### src/rtl/dq_pkg.sv
// Shared types and codes for the double-ended queue.
// Holds the command and status codes, the port field widths and the
// controller/datapath interface structs. Depends on nothing.
package dq_pkg;

  // Field widths fixed by the stream interface.
  localparam int CMD_W    = 2;
  localparam int ITEM_W   = 32;
  localparam int STATUS_W = 2;
  localparam int OCC_W    = 5;
  localparam int S_DATA_W = 32;
  localparam int M_DATA_W = 40;

  // Request commands.
  localparam logic [CMD_W-1:0] CMD_PUSH_HEAD = 2'd0;
  localparam logic [CMD_W-1:0] CMD_PUSH_TAIL = 2'd1;
  localparam logic [CMD_W-1:0] CMD_POP_HEAD  = 2'd2;
  localparam logic [CMD_W-1:0] CMD_POP_TAIL  = 2'd3;

  // Result status codes.
  localparam logic [STATUS_W-1:0] ST_OK        = 2'd0;
  localparam logic [STATUS_W-1:0] ST_UNDERFLOW = 2'd1;
  localparam logic [STATUS_W-1:0] ST_NULL      = 2'd2;
  localparam logic [STATUS_W-1:0] ST_FULL      = 2'd3;

  // Datapath to controller.
  typedef struct packed {
    logic empty;
    logic full;
    logic null_item;
    logic out_free;
  } dq_status_t;

  // Controller to datapath.
  typedef struct packed {
    logic                wr_head;
    logic                wr_tail;
    logic                rd_head;
    logic                rd_tail;
    logic                load_now;
    logic                load_mem;
    logic [STATUS_W-1:0] code;
  } dq_ctrl_t;

endpackage

### src/rtl/dq_datapath.sv
// Datapath of the double-ended queue: ring store, head/tail positions,
// held count and the result register.
// Depends on dq_pkg.
module dq_datapath
  import dq_pkg::*;
#(
  parameter int DEPTH      = 16,
  parameter int ITEM_WIDTH = 32
) (
  input  logic                clk,
  input  logic                rst,
  input  logic [ITEM_W-1:0]   item,
  input  dq_ctrl_t            ctrl,
  output dq_status_t          sts,
  input  logic                m_tready,
  output logic                m_tvalid,
  output logic [M_DATA_W-1:0] m_tdata,
  output logic [STATUS_W-1:0] m_tuser
);

  localparam int PTR_W = (DEPTH > 1) ? $clog2(DEPTH) : 1;
  localparam int CNT_W = $clog2(DEPTH + 1);

  logic [ITEM_WIDTH-1:0] mem [DEPTH];
  logic [ITEM_WIDTH-1:0] rd_data;

  logic [PTR_W-1:0] front_pos, back_pos;
  logic [PTR_W-1:0] front_pos_next, back_pos_next;
  logic [PTR_W-1:0] front_inc, front_dec, back_inc, back_dec;
  logic [CNT_W-1:0] held_count, held_count_next;

  logic [ITEM_WIDTH-1:0] item_w;
  logic [PTR_W-1:0]      wr_addr, rd_addr;
  logic                  mem_we, mem_re;

  logic                out_valid;
  logic [STATUS_W-1:0] out_status;
  logic [ITEM_W-1:0]   out_popped;
  logic [OCC_W-1:0]    out_count;

  assign item_w = ITEM_WIDTH'(item);

  assign front_inc = (front_pos == PTR_W'(DEPTH - 1)) ? '0 : front_pos + 1'b1;
  assign front_dec = (front_pos == '0) ? PTR_W'(DEPTH - 1) : front_pos - 1'b1;
  assign back_inc  = (back_pos == PTR_W'(DEPTH - 1)) ? '0 : back_pos + 1'b1;
  assign back_dec  = (back_pos == '0) ? PTR_W'(DEPTH - 1) : back_pos - 1'b1;

  always_comb begin
    front_pos_next  = front_pos;
    back_pos_next   = back_pos;
    held_count_next = held_count;
    if (ctrl.wr_head) begin
      front_pos_next  = front_dec;
      held_count_next = held_count + 1'b1;
    end
    if (ctrl.wr_tail) begin
      back_pos_next   = back_inc;
      held_count_next = held_count + 1'b1;
    end
    if (ctrl.rd_head) begin
      front_pos_next  = front_inc;
      held_count_next = held_count - 1'b1;
    end
    if (ctrl.rd_tail) begin
      back_pos_next   = back_dec;
      held_count_next = held_count - 1'b1;
    end
  end

  assign mem_we  = ctrl.wr_head | ctrl.wr_tail;
  assign mem_re  = ctrl.rd_head | ctrl.rd_tail;
  assign wr_addr = ctrl.wr_head ? front_dec : back_pos;
  assign rd_addr = ctrl.rd_head ? front_pos : back_dec;

  always_ff @(posedge clk) begin
    if (mem_we) begin
      mem[wr_addr] <= item_w;
    end
  end

  always_ff @(posedge clk) begin
    if (mem_re) begin
      rd_data <= mem[rd_addr];
    end
  end

  always_ff @(posedge clk) begin
    if (rst) begin
      front_pos  <= '0;
      back_pos   <= '0;
      held_count <= '0;
    end else begin
      front_pos  <= front_pos_next;
      back_pos   <= back_pos_next;
      held_count <= held_count_next;
    end
  end

  // Result register: pushes and failed requests load it at acceptance,
  // successful pops in the cycle after, once the store read has returned.
  always_ff @(posedge clk) begin
    if (rst) begin
      out_valid <= 1'b0;
    end else if (ctrl.load_now || ctrl.load_mem) begin
      out_valid <= 1'b1;
    end else if (m_tready) begin
      out_valid <= 1'b0;
    end
  end

  always_ff @(posedge clk) begin
    if (ctrl.load_now) begin
      out_status <= ctrl.code;
      out_popped <= '0;
      out_count  <= OCC_W'(held_count_next);
    end else if (ctrl.load_mem) begin
      out_status <= ctrl.code;
      out_popped <= ITEM_W'(rd_data);
      out_count  <= OCC_W'(held_count);
    end
  end

  assign sts.empty     = (held_count == '0);
  assign sts.full      = (held_count == CNT_W'(DEPTH));
  assign sts.null_item = (item_w == '0);
  assign sts.out_free  = ~out_valid | m_tready;

  assign m_tvalid = out_valid;
  assign m_tuser  = out_status;
  assign m_tdata  = {(M_DATA_W - ITEM_W - OCC_W)'(0), out_count, out_popped};

endmodule

### src/rtl/dq_control.sv
// Controller of the double-ended queue: request acceptance and sequencing
// of the store accesses. Depends on dq_pkg.
module dq_control
  import dq_pkg::*;
(
  input  logic             clk,
  input  logic             rst,
  input  logic             s_tvalid,
  output logic             s_tready,
  input  logic [CMD_W-1:0] command,
  input  dq_status_t       sts,
  output dq_ctrl_t         ctrl
);

  localparam logic S_IDLE = 1'b0;
  localparam logic S_READ = 1'b1;

  logic state, state_next;
  logic accept;

  assign s_tready = (state == S_IDLE) && sts.out_free;
  assign accept   = s_tvalid && s_tready;

  always_comb begin
    state_next = state;
    ctrl       = '0;
    ctrl.code  = ST_OK;
    unique case (state)
      S_IDLE: begin
        if (accept) begin
          case (command) inside
            CMD_PUSH_HEAD, CMD_PUSH_TAIL: begin
              ctrl.load_now = 1'b1;
              if (sts.null_item) begin
                ctrl.code = ST_NULL;
              end else if (sts.full) begin
                ctrl.code = ST_FULL;
              end else begin
                ctrl.wr_head = (command == CMD_PUSH_HEAD);
                ctrl.wr_tail = (command == CMD_PUSH_TAIL);
              end
            end
            default: begin
              if (sts.empty) begin
                ctrl.load_now = 1'b1;
                ctrl.code     = ST_UNDERFLOW;
              end else begin
                ctrl.rd_head = (command == CMD_POP_HEAD);
                ctrl.rd_tail = (command == CMD_POP_TAIL);
                state_next   = S_READ;
              end
            end
          endcase
        end
      end
      S_READ: begin
        ctrl.load_mem = 1'b1;
        state_next    = S_IDLE;
      end
      default: begin
        state_next = S_IDLE;
      end
    endcase
  end

  always_ff @(posedge clk) begin
    if (rst) begin
      state <= S_IDLE;
    end else begin
      state <= state_next;
    end
  end

endmodule

### src/rtl/double_ended_queue.sv
// Top level of the bounded double-ended queue.
// Depends on dq_pkg, dq_control and dq_datapath.
//
// A bounded double-ended queue of up to DEPTH item words held in a ring
// store. Each request on the slave stream carries a command in s_tuser
// (push at head, push at tail, pop from head, pop from tail) and, for
// pushes, an item word in s_tdata; only the low ITEM_WIDTH bits of the item
// are kept. Every request gives exactly one result on the master stream:
// a status in m_tuser (success, underflow, null element refused, or
// overflow when full), the popped item (zero unless a pop succeeded) and
// the number of items held after the request. An item of zero is the null
// element and is refused before the full check; refused and failed
// requests leave the queue unchanged. A push or a failed request completes
// at acceptance, so one can be accepted every cycle while results are taken;
// a successful pop holds off the next request until its result is loaded,
// as the ring store has a single registered read port and the popped word
// appears in the cycle after the read is issued. The result register lets a
// new request be accepted in the same cycle as the previous result is taken.
// The store needs no clearing after reset: a pop only reads pushed entries.
module double_ended_queue
  import dq_pkg::*;
#(
  parameter int DEPTH      = 16,
  parameter int ITEM_WIDTH = 32
) (
  input  logic                clk,
  input  logic                rst,
  // Request stream.
  input  logic                s_tvalid,
  output logic                s_tready,
  input  logic [S_DATA_W-1:0] s_tdata,   // [31:0] item
  input  logic [CMD_W-1:0]    s_tuser,   // [1:0] command
  // Result stream.
  output logic                m_tvalid,
  input  logic                m_tready,
  output logic [M_DATA_W-1:0] m_tdata,   // [31:0] popped_item, [36:32] occupancy
  output logic [STATUS_W-1:0] m_tuser    // [1:0] status
);

  dq_status_t sts;
  dq_ctrl_t   ctrl;

  // The controller decides what each request does from the queue flags.
  dq_control u_control (
    .clk      (clk),
    .rst      (rst),
    .s_tvalid (s_tvalid),
    .s_tready (s_tready),
    .command  (s_tuser),
    .sts      (sts),
    .ctrl     (ctrl)
  );

  // The datapath owns the store, positions, count and result register.
  dq_datapath #(
    .DEPTH      (DEPTH),
    .ITEM_WIDTH (ITEM_WIDTH)
  ) u_datapath (
    .clk      (clk),
    .rst      (rst),
    .item     (s_tdata[ITEM_W-1:0]),
    .ctrl     (ctrl),
    .sts      (sts),
    .m_tready (m_tready),
    .m_tvalid (m_tvalid),
    .m_tdata  (m_tdata),
    .m_tuser  (m_tuser)
  );

endmodule

### config.mk
export PLATFORM = sky130hd
export DESIGN_NAME = double_ended_queue
export DESIGN_NICKNAME = d
export VERILOG_FILES = /design/src/rtl/dq_pkg.sv /design/src/rtl/dq_datapath.sv /design/src/rtl/dq_control.sv /design/src/rtl/double_ended_queue.sv
export SDC_FILE = /design/constraint.sdc
export NUM_CORES = 1
export LEC_CHECK = 0
export BUFFER_PORTS_ARGS = -buffer_cell sky130_fd_sc_hd__buf_4
export CAP_MARGIN = 20
export CORE_ASPECT_RATIO = 1.5
export CORE_MARGIN = 1
export CORE_UTILIZATION = 55
export CTS_CLUSTER_SIZE = 8
export DETAILED_ROUTE_END_ITERATION = 8
export PLACE_DENSITY = 0.76
export SLEW_MARGIN = 20
export SYNTH_ARGS = -nofsm -noshare
export SYNTH_HDL_FRONTEND = slang
export SYNTH_SLANG_ARGS = --single-unit
export TNS_END_PERCENT = 100
### constraint.sdc
create_clock -name clk -period 3.9 [get_ports clk]
set_clock_uncertainty 0.1 [all_clocks]
set_input_delay 0.39 -clock clk [delete_from_list [all_inputs] [get_ports clk]]
set_output_delay 0.39 -clock clk [all_outputs]
set_load 0.01 [all_outputs]
==> reports/metrics.yaml, run 1 <==
clk_pin_slew_worst_paths_ps: 50
min_period_ps: 3710
nFillCells: 3462
power_leakage_nw: 11.0
dp.cells: 2533
clockRootBuffer: "clkbuf_16"
rows: 100
max-clock-path-buffers: 3
grt_max_degree: 107
dp_hpwl_um: 44800
run_status: "finished, final reports clean"
syn_to_final_growth_pct: 15.4
ys.flop_type: "edfxtp_1"
antenna_found_initial: 2
postSynthAreaPerCell_um2: 15.0
fin_cells: 2704
drc: 0
insertion_delay_ps: 610
nets: 2020
synth_fa_ha_area_share_pct: 0.404
maxCapViolations: 0
die_h_um: 278
synth.area.mux_share_pct: 17.5
fin_tns_setup_ps: 0
die_w_um: 186
final_cell_mix: "edfxtp_1 (551), mux2i_1 (194), buf_4 (139)"
max_slew_margin_pct: 26.9
grt_pass1_vias: 19989
core_area_um2: 49800
dr_total_vias: 19367
critical_path_class: "reg -> reg"
track_usage_pct: 31.8
ys_ff_latch: 598
p_per_area_nw_per_um2: 604
post_dp_cell_area_um2: 29600
multi_input_area_um2: 9750
start_kind: "flip-flop"
grt-ovfl-total: 0
synth_compound_area_share_pct: 9.73
post_cts_resized: 0
ys_types: 63
async_flop_share_pct: 0
synth_edf_count: 551
viasPerCell: 7.16
hold_viol_final: 0
finalCritPeriodShare_pct: 95.0
rsz0062_at_grt: "no"
grt_util_met1_pct: 39.3
grt.busiest_layer: "met2"
yosysWarnings: 0
cp_data_arrival_time_ps: 3930
required_ps: 4130
power.share.switching_pct: 30.5
final_cell_area_um2: 32200
ant_nets: 0
hp-class: "in -> reg"
synth_simple_gate_area_share_pct: 6.41
grt_pass1_wl_um: 120000
routedWlPerCell_um: 29.8
seq_area_frac_synth_pct: 62.7
syn_area_um2: 27900
p_clk_share_pct: 34.6
slew_viol_final: 0
synth_cells: 1862
drt_pre_antenna_iters: 6
use_met3_pct: 6.09
clock-sinks: 598
fmax_ghz: 0.270
htreeDepth: 3
die_area_um2: 51600
pin_count: 82
cts_tree: "built"
internal_power_w: 0.0135
pwr-share-seq_pct: 39.2
irDropWorstVdd_mv: 0.412
cts_made_buffers: 84
initial_core_util_pct: 56.0
drt_iter0_markers: 2420
synth_xor_area_share_pct: 0.251
drive_gt1_share_pct: 21.3
power_switching_w: 0.00593
port_buffers: 78
cp-end-kind: "flip-flop"
synth_top_family_by_area: "multiplexers"
power_frac_comb_pct: 26.2
place_congestion: 0.892
crit_path_max_fanout: 47
tightestPinTransition_ps: 1070
setup_viol: 0
met2_usage_pct: 51.4
final_common_cell: "edfxtp_1"
regArea_um2: 17500
wirelength_um: 80700
## state kept, by name (all words and copies together), names as in the netlist
register               count
u_datapath.mem           512
u_datapath.front_pos       4
u_datapath.m_tvalid        1
u_datapath.held_count      5
u_datapath.back_pos        4
u_datapath.m_tuser         2
u_datapath.rd_data        32
u_control.state            1
u_datapath.out_count       5
u_datapath.out_popped     32
## cells in the mapped netlist (5+ instances only)
cell type	number	share of area, %
a211oi_1	64	1.7
a21o_1	31	0.83
a21oi_1	22	0.40
a22oi_1	19	0.51
a31o_1	30	0.94
a31oi_1	33	0.74
and2_1	6	0.13
buf_1	11	0.15
buf_2	18	0.32
buf_4	16	0.43
buf_6	18	0.73
clkbuf_1	92	1.2
dfxtp_1	47	3.4
edfxtp_1	551	59
ha_1	9	0.40
inv_1	6	0.081
mux2i_1	194	7.0
mux4_2	129	10
nand2_1	52	0.70
nand3_1	70	1.3
nand4_1	33	0.74
nor2_1	78	1.1
nor2b_1	5	0.11
nor3_1	37	0.66
nor4_1	31	0.70
nor4_2	10	0.45
o21ai_0	102	1.8
o22ai_1	94	2.1
xnor2_1	5	0.16
## layout make-up
| class | count | share of cell area (%) |
|---|---|---|
| sequential | 598 | 54.4 |
| multi-input combinational | 1103 | 30.3 |
| clock buffer | 148 | 7.35 |
| timing repair buffer | 178 | 5.11 |
| tap | 663 | 2.58 |
| clock inverter | 5 | 0.171 |
| inverter | 8 | 0.101 |
| antenna | 1 | 0.00778 |
## power by group through the flow
stage	Combinational (W)	Sequential (W)	Clock, W
6_report	0.00510	0.00762	0.00672
5_1_grt	0.00533	0.00764	0.00700
4_1_cts	0.00500	0.00761	0.00673
3_5_place_dp	0.00494	0.00773	0
3_3_place_gp	0.00483	0.00771	0
2_1_floorplan	0.00335	0.00770	0
## critical path, cell delays in order, from the launching register on
cell	delay (ps)
dfxtp_1	420
inv_1	130
ha_1	230
or3b_1	200
o21a_1	350
nand3_2	370
nand2_4	260
buf_12	300
mux4_2	350
a211oi_1	550
nor4_1	140
## metrics by stage
step | util [%] | worst slack [ps] | total power [W] | hold WS, ps
2_1_floorplan | - | 8.52 | 0.0110 | 356
3_3_place_gp | 59.4 | 359 | 0.0125 | 364
3_5_place_dp | 59.4 | 301 | 0.0127 | 379
4_1_cts | 64.6 | 287 | 0.0193 | 1.93
5_1_grt | 64.6 | 56.7 | 0.0200 | 15.5
6_report | 64.6 | 193 | 0.0194 | 15.8
## final timing paths
path / startpoint / endpoint / slack, ps / cells past startpoint
setup reg to reg: u_datapath.held_count[0] / u_datapath.rd_data[2] / 190 / 10
setup / recovery: u_datapath.held_count[0] / u_datapath.rd_data[2] / 190 / 10
hold reg to reg: u_datapath.rd_data[27] / u_datapath.out_popped[27] / 390 / 2
hold / removal: s_tdata[2] / u_datapath.mem[11][2] / 20 / 1
## metal layers
metal | part of all wire, % | vias up | routed length, um
met5 | 0 | - | 0
met4 | 5.7 | 0 | 4630
met3 | 10 | 357 | 8420
met2 | 50 | 1531 | 39900
met1 | 34 | 9624 | 27700
li1 | - | 7855 | -
## cells by family after synthesis
| logic type | after synthesis |
|---|---|
| buffers and inverters | 163 |
| DFF | 598 |
| AOI/OAI and AO/OA | 415 |
| adders and majority gates | 9 |
| muxes | 325 |
| other | 1 |
| xor gates and xnor gates | 8 |
| and+or+nand+nor | 343 |
## repair_timing
item,4_1_cts,5_1_grt
hold buffers,17,0
setup buffers,0,0
hold endpoints to repair,167,0
(Power assumes the default switching activity.)
==> run 2: changes to the inputs <==
==> constraint.sdc (replaced) <==
create_clock -name clk -period 3.9 [get_ports clk]
set_clock_uncertainty 0.1 [all_clocks]
set_input_delay 0.78 -clock clk [delete_from_list [all_inputs] [get_ports clk]]
set_output_delay 0.78 -clock clk [all_outputs]
set_load 0.01 [all_outputs]
==> run 2 against run 1 <==
Combinational power increased by 2%; highest routed layer unchanged; power increased by 0.62%; first-iteration DRC count increased by 17%; clock power about the same; die area unchanged; cell count decreased by 0.59%; hold slack improved by 360 ps.
==> reports/metrics.yaml, run 2 (same netlist as run 1, synthesis figures left out) <==
run_status: "finished, final reports clean"
irDropWorstVdd_mv: 0.334
initial_core_util_pct: 56.0
nFillCells: 3423
regMostFlops: "u_datapath.mem"
die_w_um: 186
slew_viol_final: 0
dp_hpwl_um: 44200
antenna_found_initial: 2
clk_pin_slew_worst_paths_ps: 60
top_regs: "u_datapath.mem x512, u_datapath.out_popped x32, u_datapath.rd_data x32"
grt_pass1_vias: 20012
port_buffers: 78
routedWlPerCell_um: 30.5
hold_buffers: 0
p_per_area_nw_per_um2: 606
clockRootBuffer: "clkbuf_16"
max_slew_margin_pct: 28.5
core_area_um2: 49800
start_kind: "flip-flop"
post_cts_resized: 0
fin_tns_setup_ps: 0
final_common_cell: "edfxtp_1"
postCtsSetupRepairBufs: 0
die_area_um2: 51600
cts_made_buffers: 84
multi_input_area_um2: 9750
drive_gt1_share_pct: 21.7
power_leakage_nw: 11.1
largest_register_ffs: 512
syn_to_final_growth_pct: 15.8
setup_viol: 0
grt_max_degree: 87
pre_cts_ws_ps: 385
dr_total_vias: 19359
pwr-share-seq_pct: 39.1
track_usage_pct: 32.3
viasPerCell: 7.20
wirelength_um: 81900
ant_nets: 0
power.share.switching_pct: 30.5
drt_pre_antenna_iters: 6
htreeDepth: 3
cp-end-kind: "flip-flop"
crit_path_max_fanout: 42
post_dp_cell_area_um2: 29800
hp-class: "in -> reg"
fmax_ghz: 0.291
finalCritPeriodShare_pct: 88.0
rsz0062_at_grt: "no"
required_ps: 4140
setup_slack_ps: 468
cts_tree: "built"
critical_path_class: "reg -> reg"
insertion_delay_ps: 610
internal_power_w: 0.0136
place_congestion: 0.855
power_frac_comb_pct: 26.5
p_clk_share_pct: 34.4
final_cell_area_um2: 32300
pin_count: 82
hold_viol_final: 0
max-clock-path-buffers: 3
power_switching_w: 0.00596
grt-ovfl-total: 0
min_period_ps: 3430
drc: 0
clock-sinks: 598
drt_iter0_markers: 2832
maxCapViolations: 0
final_cell_mix: "edfxtp_1 (551), mux2i_1 (194), mux4_2 (129), buf_4 (129), o21ai_0 (101)"
regArea_um2: 17500
die_h_um: 278
tightestPinTransition_ps: 1070
cp_data_arrival_time_ps: 3670
total_power_w: 0.0196
rows: 100
grt_pass1_wl_um: 121000
nets: 2009
## run 2: cell count changes in the layout (fill, tap and decap cells not counted), sizes merged
cell | before | now
dlygate4sd3 | 17 | 0
buf | 161 | 167
clkbuf | 148 | 143
inv | 12 | 8
clkinv | 1 | 4
diode | 1 | 2
## run 2: worst max-delay path, stage by stage, from the launching register on
cell      delay, ps
dfxtp_1         350
inv_1           130
ha_1            180
or3b_1          390
o21a_1          320
a21o_1          250
nand2_4         200
buf_12          280
mux4_2          340
a211oi_1        450
nor4_2          110
## run 2: per-stage QoR
| stage | util [%] | instances | hold slack, ps |
|---|---|---|---|
| detailed placement | 59.9 | 2539 | 372 |
| finish | 64.8 | 2688 | 379 |
| global route | 64.8 | 2688 | 383 |
| global placement | 59.9 | 2539 | 365 |
| CTS | 64.8 | 2686 | 368 |
| floorplan | - | 1864 | 356 |
## run 2: layout make-up
type | count | area share, %
Antenna cell | 2 | 0.0155
Clock buffer | 143 | 7.33
Clock inverter | 4 | 0.178
Inverter | 8 | 0.101
Multi-Input combinational cell | 1103 | 30.2
Sequential cell | 598 | 54.2
Tap cell | 663 | 2.57
Timing Repair Buffer | 167 | 5.36
## run 2: layer usage
layer	vias to the layer above	part of all wire [%]	GRT usage, %
met5	-	0	0
met4	0	7.1	22.6
met3	424	11	6.29
met2	1542	49	52.6
met1	9572	33	38.2
li1	7821	-	-
## run 2: power groups by stage
stage / registers (W) / clock network, W / logic, W
2_1_floorplan: 0.00770 / 0 / 0.00335
3_3_place_gp: 0.00774 / 0 / 0.00494
3_5_place_dp: 0.00776 / 0 / 0.00507
4_1_cts: 0.00764 / 0.00676 / 0.00510
5_1_grt: 0.00767 / 0.00704 / 0.00543
6_report: 0.00765 / 0.00672 / 0.00518
## run 2: path summary, 6_finish.rpt
| check | start | end | slack, ps | depth (start not counted) |
|---|---|---|---|---|
| worst max-delay path | u_datapath.held_count[0] | u_datapath.rd_data[15] | 470 | 10 |
| worst min-delay path | rst | u_datapath.held_count[1] | 380 | 2 |
| worst max register to register | u_datapath.held_count[0] | u_datapath.rd_data[15] | 470 | 10 |
| worst min register to register | u_datapath.rd_data[27] | u_datapath.out_popped[27] | 380 | 2 |
